**src/rtl/assert_macros.svh**
```systemverilog
// ----------------------------------------------------------------------------
// Assertion macros
// Shared concurrent assertion wrappers, clocked and reset-qualified.
// ----------------------------------------------------------------------------
`ifndef ASSERT_MACROS_SVH
`define ASSERT_MACROS_SVH

// Property must hold at every clock edge outside reset.
`define ASSERT_CLK(label, clk, rst_n, prop, msg) \
	label: assert property (@(posedge clk) disable iff (!rst_n) (prop)) else $error(msg);

// Condition must never be seen outside reset.
`define ASSERT_NEVER(label, clk, rst_n, cond, msg) \
	label: assert property (@(posedge clk) disable iff (!rst_n) !(cond)) else $error(msg);

`endif

```
**src/rtl/lfr_pkg.sv**
```systemverilog
// ----------------------------------------------------------------------------
// lfr_pkg
// Widths, request codes and controller/datapath link types for the LRU
// frame replacer.
// ----------------------------------------------------------------------------
package lfr_pkg;

	localparam int FRAMES  = 64;
	localparam int IDX_W   = $clog2(FRAMES);
	localparam int LEN_W   = $clog2(FRAMES + 1);
	localparam int REQ_W   = 2;
	localparam int FID_W   = 6;
	localparam int COUNT_W = 7;

	// request codes
	localparam logic [REQ_W-1:0] REQ_VICTIM = REQ_W'(0);
	localparam logic [REQ_W-1:0] REQ_PIN    = REQ_W'(1);
	localparam logic [REQ_W-1:0] REQ_UNPIN  = REQ_W'(2);

	// controller to datapath
	typedef struct packed {
		logic load;   // capture the incoming item
		logic search; // locate the frame in the list
		logic apply;  // update list and write the result register
	} cmd_t;

	// datapath to controller
	typedef struct packed {
		logic is_pin; // incoming item needs a search pass
	} status_t;

endpackage

```
**src/rtl/lfr_req_if.sv**
```systemverilog
// ----------------------------------------------------------------------------
// lfr_req_if
// Request channel: valid/ready handshake with request code and frame number.
// ----------------------------------------------------------------------------
interface lfr_req_if;
	import lfr_pkg::*;

	logic             valid;
	logic             ready;
	logic [REQ_W-1:0] req_type;
	logic [FID_W-1:0] frame_num;

	modport source (output valid, output req_type, output frame_num, input ready);
	modport sink   (input valid, input req_type, input frame_num, output ready);

endinterface

```
**src/rtl/lfr_res_if.sv**
```systemverilog
// ----------------------------------------------------------------------------
// lfr_res_if
// Result channel: valid/ready handshake with victim info and list length.
// ----------------------------------------------------------------------------
interface lfr_res_if;
	import lfr_pkg::*;

	logic               valid;
	logic               ready;
	logic               victim_found;
	logic [FID_W-1:0]   victim_frame;
	logic [COUNT_W-1:0] evictable_count;

	modport source (output valid, output victim_found, output victim_frame,
		output evictable_count, input ready);
	modport sink   (input valid, input victim_found, input victim_frame,
		input evictable_count, output ready);

endinterface

```
**src/rtl/lfr_ctrl.sv**
```systemverilog
// ----------------------------------------------------------------------------
// lfr_ctrl
// Sequencer: accept, optional search pass, apply into the result register.
// ----------------------------------------------------------------------------
module lfr_ctrl (
	input  logic            clk,
	input  logic            arst_n,
	input  logic            in_valid,
	output logic            in_ready,
	output logic            out_valid,
	input  logic            out_ready,
	input  lfr_pkg::status_t status,
	output lfr_pkg::cmd_t    cmd
);
	import lfr_pkg::*;

	typedef enum logic [1:0] {
		ST_IDLE,
		ST_SEARCH,
		ST_APPLY
	} state_t;

	state_t state_q;
	logic   out_valid_q;

	// handshake and commands
	assign in_ready   = (state_q == ST_IDLE);
	assign out_valid  = out_valid_q;
	assign cmd.load   = in_valid && in_ready;
	assign cmd.search = (state_q == ST_SEARCH);
	assign cmd.apply  = (state_q == ST_APPLY) && (!out_valid_q || out_ready);

	// state and result-valid register
	always_ff @(posedge clk or negedge arst_n) begin
		if (!arst_n) begin
			state_q     <= ST_IDLE;
			out_valid_q <= 1'b0;
		end else begin
			if (out_valid_q && out_ready)
				out_valid_q <= 1'b0;
			unique case (state_q)
				ST_IDLE: begin
					if (cmd.load)
						state_q <= status.is_pin ? ST_SEARCH : ST_APPLY;
				end
				ST_SEARCH: begin
					state_q <= ST_APPLY;
				end
				ST_APPLY: begin
					if (cmd.apply) begin
						out_valid_q <= 1'b1;
						state_q     <= ST_IDLE;
					end
				end
				default: begin
					state_q <= ST_IDLE;
				end
			endcase
		end
	end

endmodule

```
**src/rtl/lfr_dp.sv**
```systemverilog
// ----------------------------------------------------------------------------
// lfr_dp
// Shifting list of frame numbers, per-frame presence marks, list length
// and the result register.
// ----------------------------------------------------------------------------
module lfr_dp (
	input  logic                        clk,
	input  logic                        arst_n,
	input  lfr_pkg::cmd_t               cmd,
	output lfr_pkg::status_t            status,
	input  logic [lfr_pkg::REQ_W-1:0]   in_req_type,
	input  logic [lfr_pkg::FID_W-1:0]   in_frame_num,
	output logic                        res_victim_found,
	output logic [lfr_pkg::FID_W-1:0]   res_victim_frame,
	output logic [lfr_pkg::COUNT_W-1:0] res_evictable_count
);
	import lfr_pkg::*;

	// captured item
	logic [REQ_W-1:0] req_q;
	logic [FID_W-1:0] fid_q;

	// list row (entry 0 least recent), marks, length
	logic [FID_W-1:0]  order_q [FRAMES];
	logic [FRAMES-1:0] mark_q;
	logic [LEN_W-1:0]  len_q;

	// shift mask from the search pass
	logic [FRAMES-1:0] shift_q;

	// result register
	logic               found_q;
	logic [FID_W-1:0]   vframe_q;
	logic [COUNT_W-1:0] count_q;

	logic [FRAMES-1:0] hit;
	logic [FRAMES-1:0] shift_n;
	logic [FRAMES-1:0] shift_sel;
	logic [IDX_W-1:0]  fid_idx;
	logic [IDX_W-1:0]  head_idx;
	logic [IDX_W-1:0]  tail_idx;
	logic              fid_ok;
	logic              len_nz;
	logic              pin_hit;
	logic              do_victim;
	logic              do_pin;
	logic              do_add;
	logic              do_shift;
	logic [LEN_W-1:0]  len_next;

	assign status.is_pin = (in_req_type == REQ_PIN);

	// capture
	always_ff @(posedge clk) begin
		if (cmd.load) begin
			req_q <= in_req_type;
			fid_q <= in_frame_num;
		end
	end

	// search: match per entry, then mark every entry at or above the match
	always_comb begin
		for (int i = 0; i < FRAMES; i++)
			hit[i] = (order_q[i] == fid_q) && (LEN_W'(i) < len_q);
		for (int i = 0; i < FRAMES; i++)
			shift_n[i] = |(hit & ({FRAMES{1'b1}} >> (FRAMES - 1 - i)));
	end

	always_ff @(posedge clk) begin
		if (cmd.search)
			shift_q <= shift_n;
	end

	// decode the update
	assign fid_idx  = IDX_W'(fid_q);
	assign head_idx = IDX_W'(order_q[0]);
	assign tail_idx = len_q[IDX_W-1:0];
	assign fid_ok   = (int'(fid_q) < FRAMES);
	assign len_nz   = (len_q != '0);
	assign pin_hit  = fid_ok && mark_q[fid_idx];

	always_comb begin
		do_victim = 1'b0;
		do_pin    = 1'b0;
		do_add    = 1'b0;
		shift_sel = shift_q;
		unique case (req_q)
			REQ_VICTIM: begin
				do_victim = len_nz;
				shift_sel = {FRAMES{1'b1}};
			end
			REQ_PIN: begin
				do_pin = pin_hit;
			end
			REQ_UNPIN: begin
				do_add = fid_ok && !mark_q[fid_idx] && (len_q < LEN_W'(FRAMES));
			end
			default: begin
			end
		endcase
		do_shift = do_victim || do_pin;
		if (do_shift)
			len_next = len_q - LEN_W'(1);
		else if (do_add)
			len_next = len_q + LEN_W'(1);
		else
			len_next = len_q;
	end

	// list row: shift down over the removed entry, append at the tail
	always_ff @(posedge clk) begin
		if (cmd.apply) begin
			if (do_shift) begin
				for (int i = 0; i < FRAMES - 1; i++)
					if (shift_sel[i])
						order_q[i] <= order_q[i+1];
			end
			if (do_add)
				order_q[tail_idx] <= fid_q;
		end
	end

	// marks and length
	always_ff @(posedge clk or negedge arst_n) begin
		if (!arst_n) begin
			mark_q <= '0;
			len_q  <= '0;
		end else if (cmd.apply) begin
			if (do_victim)
				mark_q[head_idx] <= 1'b0;
			if (do_pin)
				mark_q[fid_idx] <= 1'b0;
			if (do_add)
				mark_q[fid_idx] <= 1'b1;
			len_q <= len_next;
		end
	end

	// result register
	always_ff @(posedge clk) begin
		if (cmd.apply) begin
			found_q  <= do_victim;
			vframe_q <= do_victim ? order_q[0] : '0;
			count_q  <= COUNT_W'(len_next);
		end
	end

	assign res_victim_found    = found_q;
	assign res_victim_frame    = vframe_q;
	assign res_evictable_count = count_q;

endmodule

```
**src/rtl/lru_frame_replacer_top.sv**
```systemverilog
// ----------------------------------------------------------------------------
// lru_frame_replacer_top: LRU replacement list over a shifting row of frames
// Sequence: accept, then apply; a pin request passes a search state between.
// One item is in flight at a time; the next is accepted after the last apply,
// and a result that is not taken holds the next item back.
// Reset clears marks, length and sequencer; the frame row is left unwritten.
// ----------------------------------------------------------------------------
`include "assert_macros.svh"

module lru_frame_replacer_top (
	input logic       clk,
	input logic       arst_n,
	lfr_req_if.sink   req,
	lfr_res_if.source res
);
	import lfr_pkg::*;

	cmd_t    cmd;
	status_t status;

	// sequencer
	lfr_ctrl u_ctrl (
		.clk       (clk),
		.arst_n    (arst_n),
		.in_valid  (req.valid),
		.in_ready  (req.ready),
		.out_valid (res.valid),
		.out_ready (res.ready),
		.status    (status),
		.cmd       (cmd)
	);

	// list datapath
	lfr_dp u_dp (
		.clk                 (clk),
		.arst_n              (arst_n),
		.cmd                 (cmd),
		.status              (status),
		.in_req_type         (req.req_type),
		.in_frame_num        (req.frame_num),
		.res_victim_found    (res.victim_found),
		.res_victim_frame    (res.victim_frame),
		.res_evictable_count (res.evictable_count)
	);

	// one item in flight at a time
	`ASSERT_CLK(a_busy_after_accept, clk, arst_n, (req.valid && req.ready) |=> !req.ready, "accepted while busy")
	// the result register is never overwritten while still held
	`ASSERT_NEVER(a_no_overwrite, clk, arst_n, cmd.apply && res.valid && !res.ready, "result overwritten")
	// an update always raises the result
	`ASSERT_CLK(a_apply_valid, clk, arst_n, cmd.apply |=> res.valid, "result not raised")
	// no victim means a zero frame field
	`ASSERT_CLK(a_zero_frame, clk, arst_n, (res.valid && !res.victim_found) |-> (res.victim_frame == '0), "stray victim frame")

endmodule
```
**src/flat_wrapper.sv**
```systemverilog
// flat-port wrapper written by rule: the top's interface ports become plain ports
module lru_frame_replacer_top_flat import lfr_pkg::*;
  (clk, arst_n, req_valid, req_req_type, req_frame_num, req_ready, res_valid, res_victim_found, res_victim_frame, res_evictable_count, res_ready);
  lfr_req_if req_i ();
  lfr_res_if res_i ();
  input logic clk;
  input logic arst_n;
  input wire logic [$bits(req_i.valid)-1:0] req_valid;
  input wire logic [$bits(req_i.req_type)-1:0] req_req_type;
  input wire logic [$bits(req_i.frame_num)-1:0] req_frame_num;
  output wire logic [$bits(req_i.ready)-1:0] req_ready;
  output wire logic [$bits(res_i.valid)-1:0] res_valid;
  output wire logic [$bits(res_i.victim_found)-1:0] res_victim_found;
  output wire logic [$bits(res_i.victim_frame)-1:0] res_victim_frame;
  output wire logic [$bits(res_i.evictable_count)-1:0] res_evictable_count;
  input wire logic [$bits(res_i.ready)-1:0] res_ready;
  assign req_i.valid = req_valid;
  assign req_i.req_type = req_req_type;
  assign req_i.frame_num = req_frame_num;
  assign req_ready = req_i.ready;
  assign res_valid = res_i.valid;
  assign res_victim_found = res_i.victim_found;
  assign res_victim_frame = res_i.victim_frame;
  assign res_evictable_count = res_i.evictable_count;
  assign res_i.ready = res_ready;
  lru_frame_replacer_top u_core (.clk(clk), .arst_n(arst_n), .req(req_i), .res(res_i));
endmodule
```
**config.mk**
```make
export PLATFORM = sky130hd
export DESIGN_NAME = lru_frame_replacer_top_flat
export DESIGN_NICKNAME = d
export VERILOG_FILES = /design/src/rtl/lfr_pkg.sv /design/src/rtl/lfr_req_if.sv /design/src/rtl/lfr_res_if.sv /design/src/rtl/lfr_ctrl.sv /design/src/rtl/lfr_dp.sv /design/src/rtl/lru_frame_replacer_top.sv /design/src/flat_wrapper.sv
export VERILOG_INCLUDE_DIRS = /design/src /design/src/rtl
export SDC_FILE = /design/constraint.sdc
export NUM_CORES = 1
export LEC_CHECK = 0
export BUFFER_PORTS_ARGS = -buffer_cell sky130_fd_sc_hd__clkbuf_2
export CORE_MARGIN = 1
export CORE_UTILIZATION = 60
export DETAILED_ROUTE_END_ITERATION = 16
export PLACE_DENSITY = 0.87
export SETUP_SLACK_MARGIN = 0.02
export SLEW_MARGIN = 20
export SYNTH_ARGS = -nofsm -noshare
export SYNTH_HDL_FRONTEND = slang
export SYNTH_SLANG_ARGS = --single-unit
```
**constraint.sdc**
```tcl
create_clock -name clk -period 5.1 [get_ports clk]
set_input_delay 1.53 -clock clk [delete_from_list [all_inputs] [get_ports clk]]
set_output_delay 1.53 -clock clk [all_outputs]
set_load 0.02 [all_outputs]
```
* Word level (Yosys, flattened, before mapping)
Memory sizes are Yosys's and may differ from the RTL's. Index checks and enable logic that the tools add are counted.
Storage, ports and cells: bits in registers 159, bits in read-only memories 0, memories kept 1, bits in writable memories 384, latch bits 0
Memories:
- u_core.u_dp.order_q | depth 64, width 6, read ports 64, clocked after memory_dff 0, wr ports 63, RTL line lfr_dp.sv:24 | logic [FID_W-1:0] order_q [FRAMES];
Operators by class: mux-type cells 282, order comparisons 68, bitwise operators 5, equality and inequality tests 70, reduce and logical (&&, ||, !) cells 140, multipliers 0, $add $sub $neg 2, div/mod/pow operators 0, shifts and indexed selects 0
Operator list (number):
- $eq A6 B6 Y1 | 63
- $mux W64 | 5
- $mux W1 | 265
- $lt A6 B7 Y1 const A | 31
- $and A64 B64 Y64 | 2
- $not A64 Y64 | 2
- $lt A5 B7 Y1 const A | 16
- $logic_and A1 B1 Y1 | 69
- $or A64 B64 Y64 | 1
- $mux W63 | 1
- $reduce_or A63 Y1 | 1
- $reduce_or A62 Y1 | 1
- $reduce_or A61 Y1 | 1
- $reduce_or A60 Y1 | 1
- $reduce_or A59 Y1 | 1
- $reduce_or A58 Y1 | 1
- $reduce_or A57 Y1 | 1
- $lt A4 B7 Y1 const A | 8
- $reduce_or A56 Y1 | 1
- $reduce_or A55 Y1 | 1
- $reduce_or A54 Y1 | 1
- $reduce_or A53 Y1 | 1
- $reduce_or A52 Y1 | 1
- $reduce_or A51 Y1 | 1
- other kinds (71) | 91

* Longest topological paths before layout
Gate-level depths: netlist of run 1. An unclocked memory read counts as a cell.
depth after elaboration 14, depth in mapped cells 13, depth with buffers taken out 10

* Hierarchy
Synthesis of run 1 repeated with hierarchy kept, for this count alone.
Unflattened totals: cell total of the unflattened synthesis 2478, area total of the unflattened synthesis 31089.8 µm²
By module, submodules not included:
- lfr_dp | area an instance 30940.9 µm², cells an instance 2463, sequential area each 15860.2 µm², times used 1
- lfr_ctrl | area an instance 148.9 µm², cells an instance 15, sequential area each 75.1 µm², times used 1

* Worst setup path before layout of run 1
No wires, ideal clock.
kind input -> register, from input res_ready, to memory u_core.u_dp.order_q[25][0] (enable), path slack 1.028 ns, stages 10, arrival 3.705 ns, path buffers 2, data required time 4.733 ns, cells stage by stage nand2b_1 > nand2b_1 > clkinv_1 > nand2_1 > nor4_4 > nand2_1 > buf_2 > or2_1 > clkbuf_1 > o22ai_1
RTL lines:
- start: declaration | RTL line flat_wrapper.sv:16 | input wire logic [$bits(res_i.ready)-1:0] res_ready;
- end: declaration | RTL line lfr_dp.sv:24

==> flow_metrics.env, run 1 <==
export IMPL_synthTopCellsByArea="edfxtp_1 46%, mux2_2 14%, xnor2_1 8.4%, dfrtp_1 6.1%, xor2_1 2.7%"
export IMPL_synthFlopType="edfxtp_1"
export IMPL_cp_start_kind="register"
export IMPL_path_max_fanout=17
export IMPL_hpwl_mm=48.1
export IMPL_period_share_pct=93.0
export IMPL_ys_warn_count=0
export IMPL_slew_violations=0
export IMPL_ir_drop_uv=333
export IMPL_leakagePower_nw=11.1
export IMPL_antenna_found_initial=1
export IMPL_syn_instance_count=2412
export IMPL_worstMarginPinSlew_ps=1100
export IMPL_ctsResizeCount=0
export IMPL_fin_crit_ps=4740
export IMPL_drive_above_1_share_pct=26.4
export IMPL_synth_top_cell_area_share_pct=46.3
export IMPL_end_kind="register"
export IMPL_cts_tree="yes"
export IMPL_synth_area_um2=30400
export IMPL_clk_pin_slew_ps=60
export IMPL_holdBufCountCts=0
export IMPL_drc_errors=0
export IMPL_outcome="finished clean"
export IMPL_grt_max_degree=96
export IMPL_highest_layer="met5"
export IMPL_viasPerCell=6.75
export IMPL_design_die_area_um2=51600
export IMPL_syn_avg_cell_area_um2=12.6
export IMPL_start_util_pct=60.8
export IMPL_cts_buffers=57
export IMPL_synth_yosys_seq_area_share_pct=52.3
export IMPL_drt_iter0_markers=2498
export IMPL_grt_pass1_vias=20900
export IMPL_synth_most_common_cell="edfxtp_1"
export IMPL_syn_nets=2427
export IMPL_cp_required_ps=5450
export IMPL_htreeDepth=2
export IMPL_fin_setup_tns_ps=0
export IMPL_n_antenna_cell=0
export IMPL_hold_viol=0
export IMPL_grt_ovfl_total=0
export IMPL_rsz0062_at_grt="false"
export IMPL_hold_path_class="register to register"
export IMPL_maxCapViolations=0
export IMPL_vias=20900
export IMPL_synth_edff_count=469
export IMPL_core_area_um2=50100
export IMPL_clock_sinks=543
export IMPL_total_power_mw=11.6
export IMPL_io_pins=28
export IMPL_holdWs_ps=543
export IMPL_regArea_um2=15900
export IMPL_setup_viol=0
export IMPL_postCtsSetupRepairBufs=0
export IMPL_arrival_ps=5100
export IMPL_track_usage_pct=30.2
export IMPL_nNetsFinal=2394
export IMPL_postRouteAntennaNets=0
export IMPL_die_x_um=227
export IMPL_cts_root_buffer="clkbuf_16"
export IMPL_powerDensity_nw_per_um2=353
export IMPL_dr_wl_met3_mm=8.58
export IMPL_synthTopCellsByCount="469 x edfxtp_1, 380 x mux2_2, 291 x xnor2_1"
export IMPL_wl_met2_mm=36.5
export IMPL_clk_latency_ps=630
export IMPL_setup_worst_path_class="register to register"
export IMPL_synth_cell_types=74
export IMPL_yosysTopAreaCell="edfxtp_1"
export IMPL_fillers=3546
export IMPL_fmax_mhz=211
export IMPL_routed_wl_mm=77.1
export IMPL_port_buffers=27
export IMPL_grt_pass1_wl_mm=120
export IMPL_die_height_um=227
export IMPL_rows=82
export IMPL_firstDrtPassIters=8
export IMPL_slew_headroom_pct=26.1
export IMPL_ys_ff_latch=543
export IMPL_synth_async_sr_flop_share_pct=13.6
export IMPL_avgRoutedWirePerCell_um=24.9
export IMPL_clockBufferDepth=3
export IMPL_clock_skew_ps=37.1
export IMPL_multi_input_area_um2=13700
export IMPL_wl_met1_mm=28.9
export IMPL_routabilityCongestion=0.918
export IMPL_syn_to_final_growth_pct=8.15
==> cells by family after synthesis <==
family	Yosys count	share of synthesized area (%)
AND/OR/NAND/NOR	587	11.7
flip-flops	543	52.3
multiplexers	403	15.1
XOR/XNOR	386	11.1
AO/OA/AOI/OAI	286	6.60
buffers and inverters	204	2.99
adder cells (fa/ha/maj)	3	0.123
==> cell usage in the layout (no fill, tap or decap), drive strengths merged, types with 62 or more instances in the layout <==
cell,n
edfxtp,469
mux2,380
xnor2,291
nor2,156
nor3,106
clkbuf,96
xor2,95
dfrtp,74
nand4,67
nand3,65
buf,65
o21ai,62
==> critical path: stages (launching register included) <==
cell and delay [ps]:
edfxtp_1 1010, nor2b_1 400, a32o_1 330, o31a_1 370
nor4_4 680, nand3_1 670, nor2_1 600, mux2_2 400
==> area by class of cell <==
| type | instances | area share [%] |
|---|---|---|
| sequential | 543 | 48.4 |
| multi-input combinational | 1665 | 41.5 |
| clock buffer | 70 | 4.48 |
| tap | 672 | 2.55 |
| timing repair buffer | 91 | 2.11 |
| clock inverter | 36 | 0.733 |
| inverter | 21 | 0.239 |
==> per-layer routing <==
layer / vias to the layer above / global-route usage, %
met5: - / 0
met4: 2 / 12.9
met3: 246 / 5.90
met2: 1364 / 48.3
met1: 10300 / 40.3
li1: 8979 / -
==> registers in the layout (all words and copies together), names as in the netlist <==
signal                           count
u_core.u_dp.req_q                    2
u_core.u_dp.res_evictable_count      7
u_core.u_ctrl.state_q                2
u_core.u_dp.mark_q                  64
u_core.u_ctrl.out_valid              1
u_core.u_dp.res_victim_frame         6
u_core.u_dp.order_q                384
u_core.u_dp.res_victim_found         1
u_core.u_dp.len_q                    7
u_core.u_dp.shift_q                 63
u_core.u_dp.fid_idx                  6
==> report_power, final <==
group          internal (mW)  total (mW)  switching [mW]  leakage [nW]
registers               5.09        5.30           0.215          5.25
clock network           2.16        3.93            1.77         0.842
logic                  0.716        2.41            1.69          4.97
==> per-stage QoR <==
| step | instance area, µm² | worst slack (ps) | utilization [%] | instances |
|---|---|---|---|---|
| after floorplan | 30400 | 1030 | - | 2412 |
| after global placement | 31200 | 528 | 62.3 | 2992 |
| after detailed placement | 31200 | 353 | 62.3 | 2992 |
| after CTS | 32900 | 482 | 65.8 | 3098 |
| after global routing | 32900 | 139 | 65.8 | 3098 |
| final | 32900 | 356 | 65.8 | 3098 |
==> path summary, 6_finish.rpt <==
path,from,to,slack (ps),depth (start not counted)
max,u_core.u_dp.fid_idx[1],u_core.u_dp.order_q[58][1],360,7
min,u_core.u_dp.mark_q[11],u_core.u_dp.mark_q[11],540,1
max reg2reg,u_core.u_dp.fid_idx[1],u_core.u_dp.order_q[58][1],360,7
min reg2reg,u_core.u_dp.mark_q[11],u_core.u_dp.mark_q[11],540,1
max in group asynchronous,arst_n,u_core.u_dp.mark_q[59],3420,1
min in group asynchronous,arst_n,u_core.u_dp.mark_q[25],1040,1
No activity file was read; power rests on OpenSTA's default activity.
==> run 2: changes to the inputs <==
==> constraint.sdc (replaced) <==
create_clock -name clk -period 5.1 [get_ports clk]
set_input_delay 0.51 -clock clk [delete_from_list [all_inputs] [get_ports clk]]
set_output_delay 0.51 -clock clk [all_outputs]
set_load 0.02 [all_outputs]
==> run 2 against run 1 <==
Count of clock-buffer cells in the layout did not move; worst hold slack got worse by 500 ps; sequential share of layout area barely moved; via count fell by 0.62%; setup slack improved by 300 ps; critical path type unchanged; highest routed layer unchanged.
==> flow_metrics.env, run 2 (synthesized netlist as in run 1, its figures left out) <==
export IMPL_clk_latency_ps=630
export IMPL_cts_root_buffer="clkbuf_16"
export IMPL_core_area_um2=50100
export IMPL_start_util_pct=60.8
export IMPL_holdWs_ps=38.6
export IMPL_track_usage_pct=30.3
export IMPL_intPower_mw=7.90
export IMPL_slowest_delay_ps=920
export IMPL_hpwl_mm=48.2
export IMPL_grt_pass1_vias=21100
export IMPL_clockBufferDepth=3
export IMPL_io_pins=28
export IMPL_cts_buffers=56
export IMPL_rows=82
export IMPL_clock_skew_ps=33.0
export IMPL_design_die_area_um2=51600
export IMPL_r2r_end="u_core.u_dp.order_q[34][4]"
export IMPL_setup_worst_path_class="register to register"
export IMPL_die_height_um=227
export IMPL_path_max_fanout=32
export IMPL_hold_viol=0
export IMPL_postCtsSetupRepairBufs=0
export IMPL_cp_num_buf_inv=2
export IMPL_routed_wl_mm=76.5
export IMPL_clk_pin_slew_ps=60
export IMPL_die_x_um=227
export IMPL_p_seq_share_pct=46.1
export IMPL_firstDrtPassIters=6
export IMPL_crit_start="u_core.u_dp.fid_idx[1]"
export IMPL_biggestRegsByFlops="u_core.u_dp.order_q (384), u_core.u_dp.mark_q (64), u_core.u_dp.shift_q (63)"
export IMPL_grt_pass1_wl_mm=120
export IMPL_viasPerCell=6.71
export IMPL_drc_errors=0
export IMPL_leakagePower_nw=11.1
export IMPL_hold_path_class="input port to asynchronous set/reset pin"
export IMPL_fmax_mhz=225
export IMPL_rrSetupSlack_ps=660
export IMPL_cp_slowest_cell="edfxtp_1"
export IMPL_postRouteAntennaNets=0
export IMPL_crit_path_cell_trace="mux4_2, mux2i_1, o22ai_1, nor4bb_4, buf_4, nand3b_4, buf_4, nor3_2, o21bai_1"
export IMPL_avgRoutedWirePerCell_um=24.7
export IMPL_slew_violations=0
export IMPL_total_power_mw=11.5
export IMPL_crit_cells=9
export IMPL_powerDensity_nw_per_um2=350
export IMPL_cp_top_family="simple AND/OR/NAND/NOR gates"
export IMPL_cpMostUsedCell="buf_4"
export IMPL_maxCapViolations=0
export IMPL_ir_drop_uv=347
export IMPL_fin_setup_tns_ps=0
export IMPL_largest_reg_flops=384
export IMPL_reg2reg_depth=9
export IMPL_p_clk_share_pct=33.2
export IMPL_worstMarginPinSlew_ps=1180
export IMPL_end_kind="register"
export IMPL_final_common_cell="edfxtp_1"
export IMPL_cp_endpoint="u_core.u_dp.order_q[34][4]"
export IMPL_p_sw_share_pct=31.4
export IMPL_drt_iter0_markers=2580
export IMPL_syn_to_final_growth_pct=8.15
export IMPL_layout_common_cells="469 x edfxtp_1, 380 x mux2_2, 291 x xnor2_1"
export IMPL_rsz0062_at_grt="false"
export IMPL_period_share_pct=87.1
export IMPL_grt_ovfl_total=0
export IMPL_routabilityCongestion=0.959
export IMPL_grt_max_degree=85
export IMPL_r2r_start="u_core.u_dp.fid_idx[1]"
export IMPL_cp_required_ps=5350
export IMPL_p_comb_share_pct=20.7
export IMPL_cts_tree="yes"
export IMPL_ctsResizeCount=0
export IMPL_htreeDepth=2
export IMPL_vias=20800
export IMPL_drive_above_1_share_pct=26.2
export IMPL_fin_crit_ps=4440
export IMPL_fillers=3513
export IMPL_cp_start_kind="register"
export IMPL_fin_util_pct=65.8
export IMPL_arrival_ps=4690
export IMPL_slew_headroom_pct=21.2
export IMPL_outcome="finished clean"
export IMPL_clock_sinks=543
export IMPL_antenna_found_initial=1
export IMPL_top_register="u_core.u_dp.order_q"
export IMPL_port_buffers=27
export IMPL_holdBufCountCts=0
export IMPL_setup_viol=0
export IMPL_p_switching_mw=3.61
export IMPL_nNetsFinal=2394
==> run 2: cell count changes in the layout (fill, tap and decap cells not counted), sizes merged <==
| cell | previous run | this run |
|---|---|---|
| buf | 65 | 66 |
| bufinv | 2 | 1 |
| clkinvlp | 4 | 2 |
| inv | 21 | 20 |
| diode | 0 | 1 |
| clkinv | 30 | 31 |
==> run 2: layout make-up <==
type / count / area [µm²] / share of cell area [%]
clock buffer: 70 / 1480 / 4.48
timing repair buffer: 92 / 738 / 2.24
antenna: 1 / 2.50 / 0.00760
sequential: 543 / 15900 / 48.4
tap: 672 / 841 / 2.55
clock inverter: 33 / 184 / 0.559
inverter: 21 / 78.8 / 0.239
multi-input combinational: 1665 / 13700 / 41.5
==> run 2: worst min-delay path by stage <==
| stage | cells past startpoint | slack [ps] | to |
|---|---|---|---|
| 6_report | 1 | 40 | u_core.u_dp.mark_q[6] |
| 2_1_floorplan | 0 | 210 | u_core.u_ctrl.out_valid |
| 4_1_cts | 1 | 40 | u_core.u_dp.fid_idx[3] |
| 3_3_place_gp | 1 | 500 | u_core.u_dp.mark_q[19] |
| 3_5_place_dp | 1 | 510 | u_core.u_dp.mark_q[43] |
| 5_1_grt | 1 | 50 | u_core.u_dp.fid_idx[3] |
==> run 2: metal layers <==
metal	routed length, µm	global-route usage (%)
met3	7830	5.96
met4	3850	15.2
met1	29100	39.6
met5	13	0
met2	35600	48.3
==> run 2: per-stage QoR <==
| step | instances | cell area, µm² | worst slack [ps] |
|---|---|---|---|
| 3_3_place_gp | 2993 | 31300 | 876 |
| 3_5_place_dp | 2993 | 31300 | 745 |
| 5_1_grt | 3096 | 32900 | 373 |
| 6_report | 3097 | 32900 | 657 |
| 2_1_floorplan | 2412 | 30400 | 1400 |
| 4_1_cts | 3096 | 32900 | 723 |
==> run 2: power by group through the flow <==
stage                     registers (mW)  clock network (mW)  logic (mW)
after floorplan                     5.29                   0        1.55
after global placement              5.38                   0        2.23
after detailed placement            5.39                   0        2.29
after CTS                           5.30                3.85        2.31
after global routing                5.32                4.01        2.48
final                               5.31                3.82        2.38
==> run 2: worst register-to-register path, stage by stage, from the launching register on <==
cell      delay (ps)
edfxtp_1         920
mux4_2           610
mux2i_1          220
o22ai_1          190
nor4bb_4         400
buf_4            280
nand3b_4          90
buf_4            420
nor3_2           590
o21bai_1         340
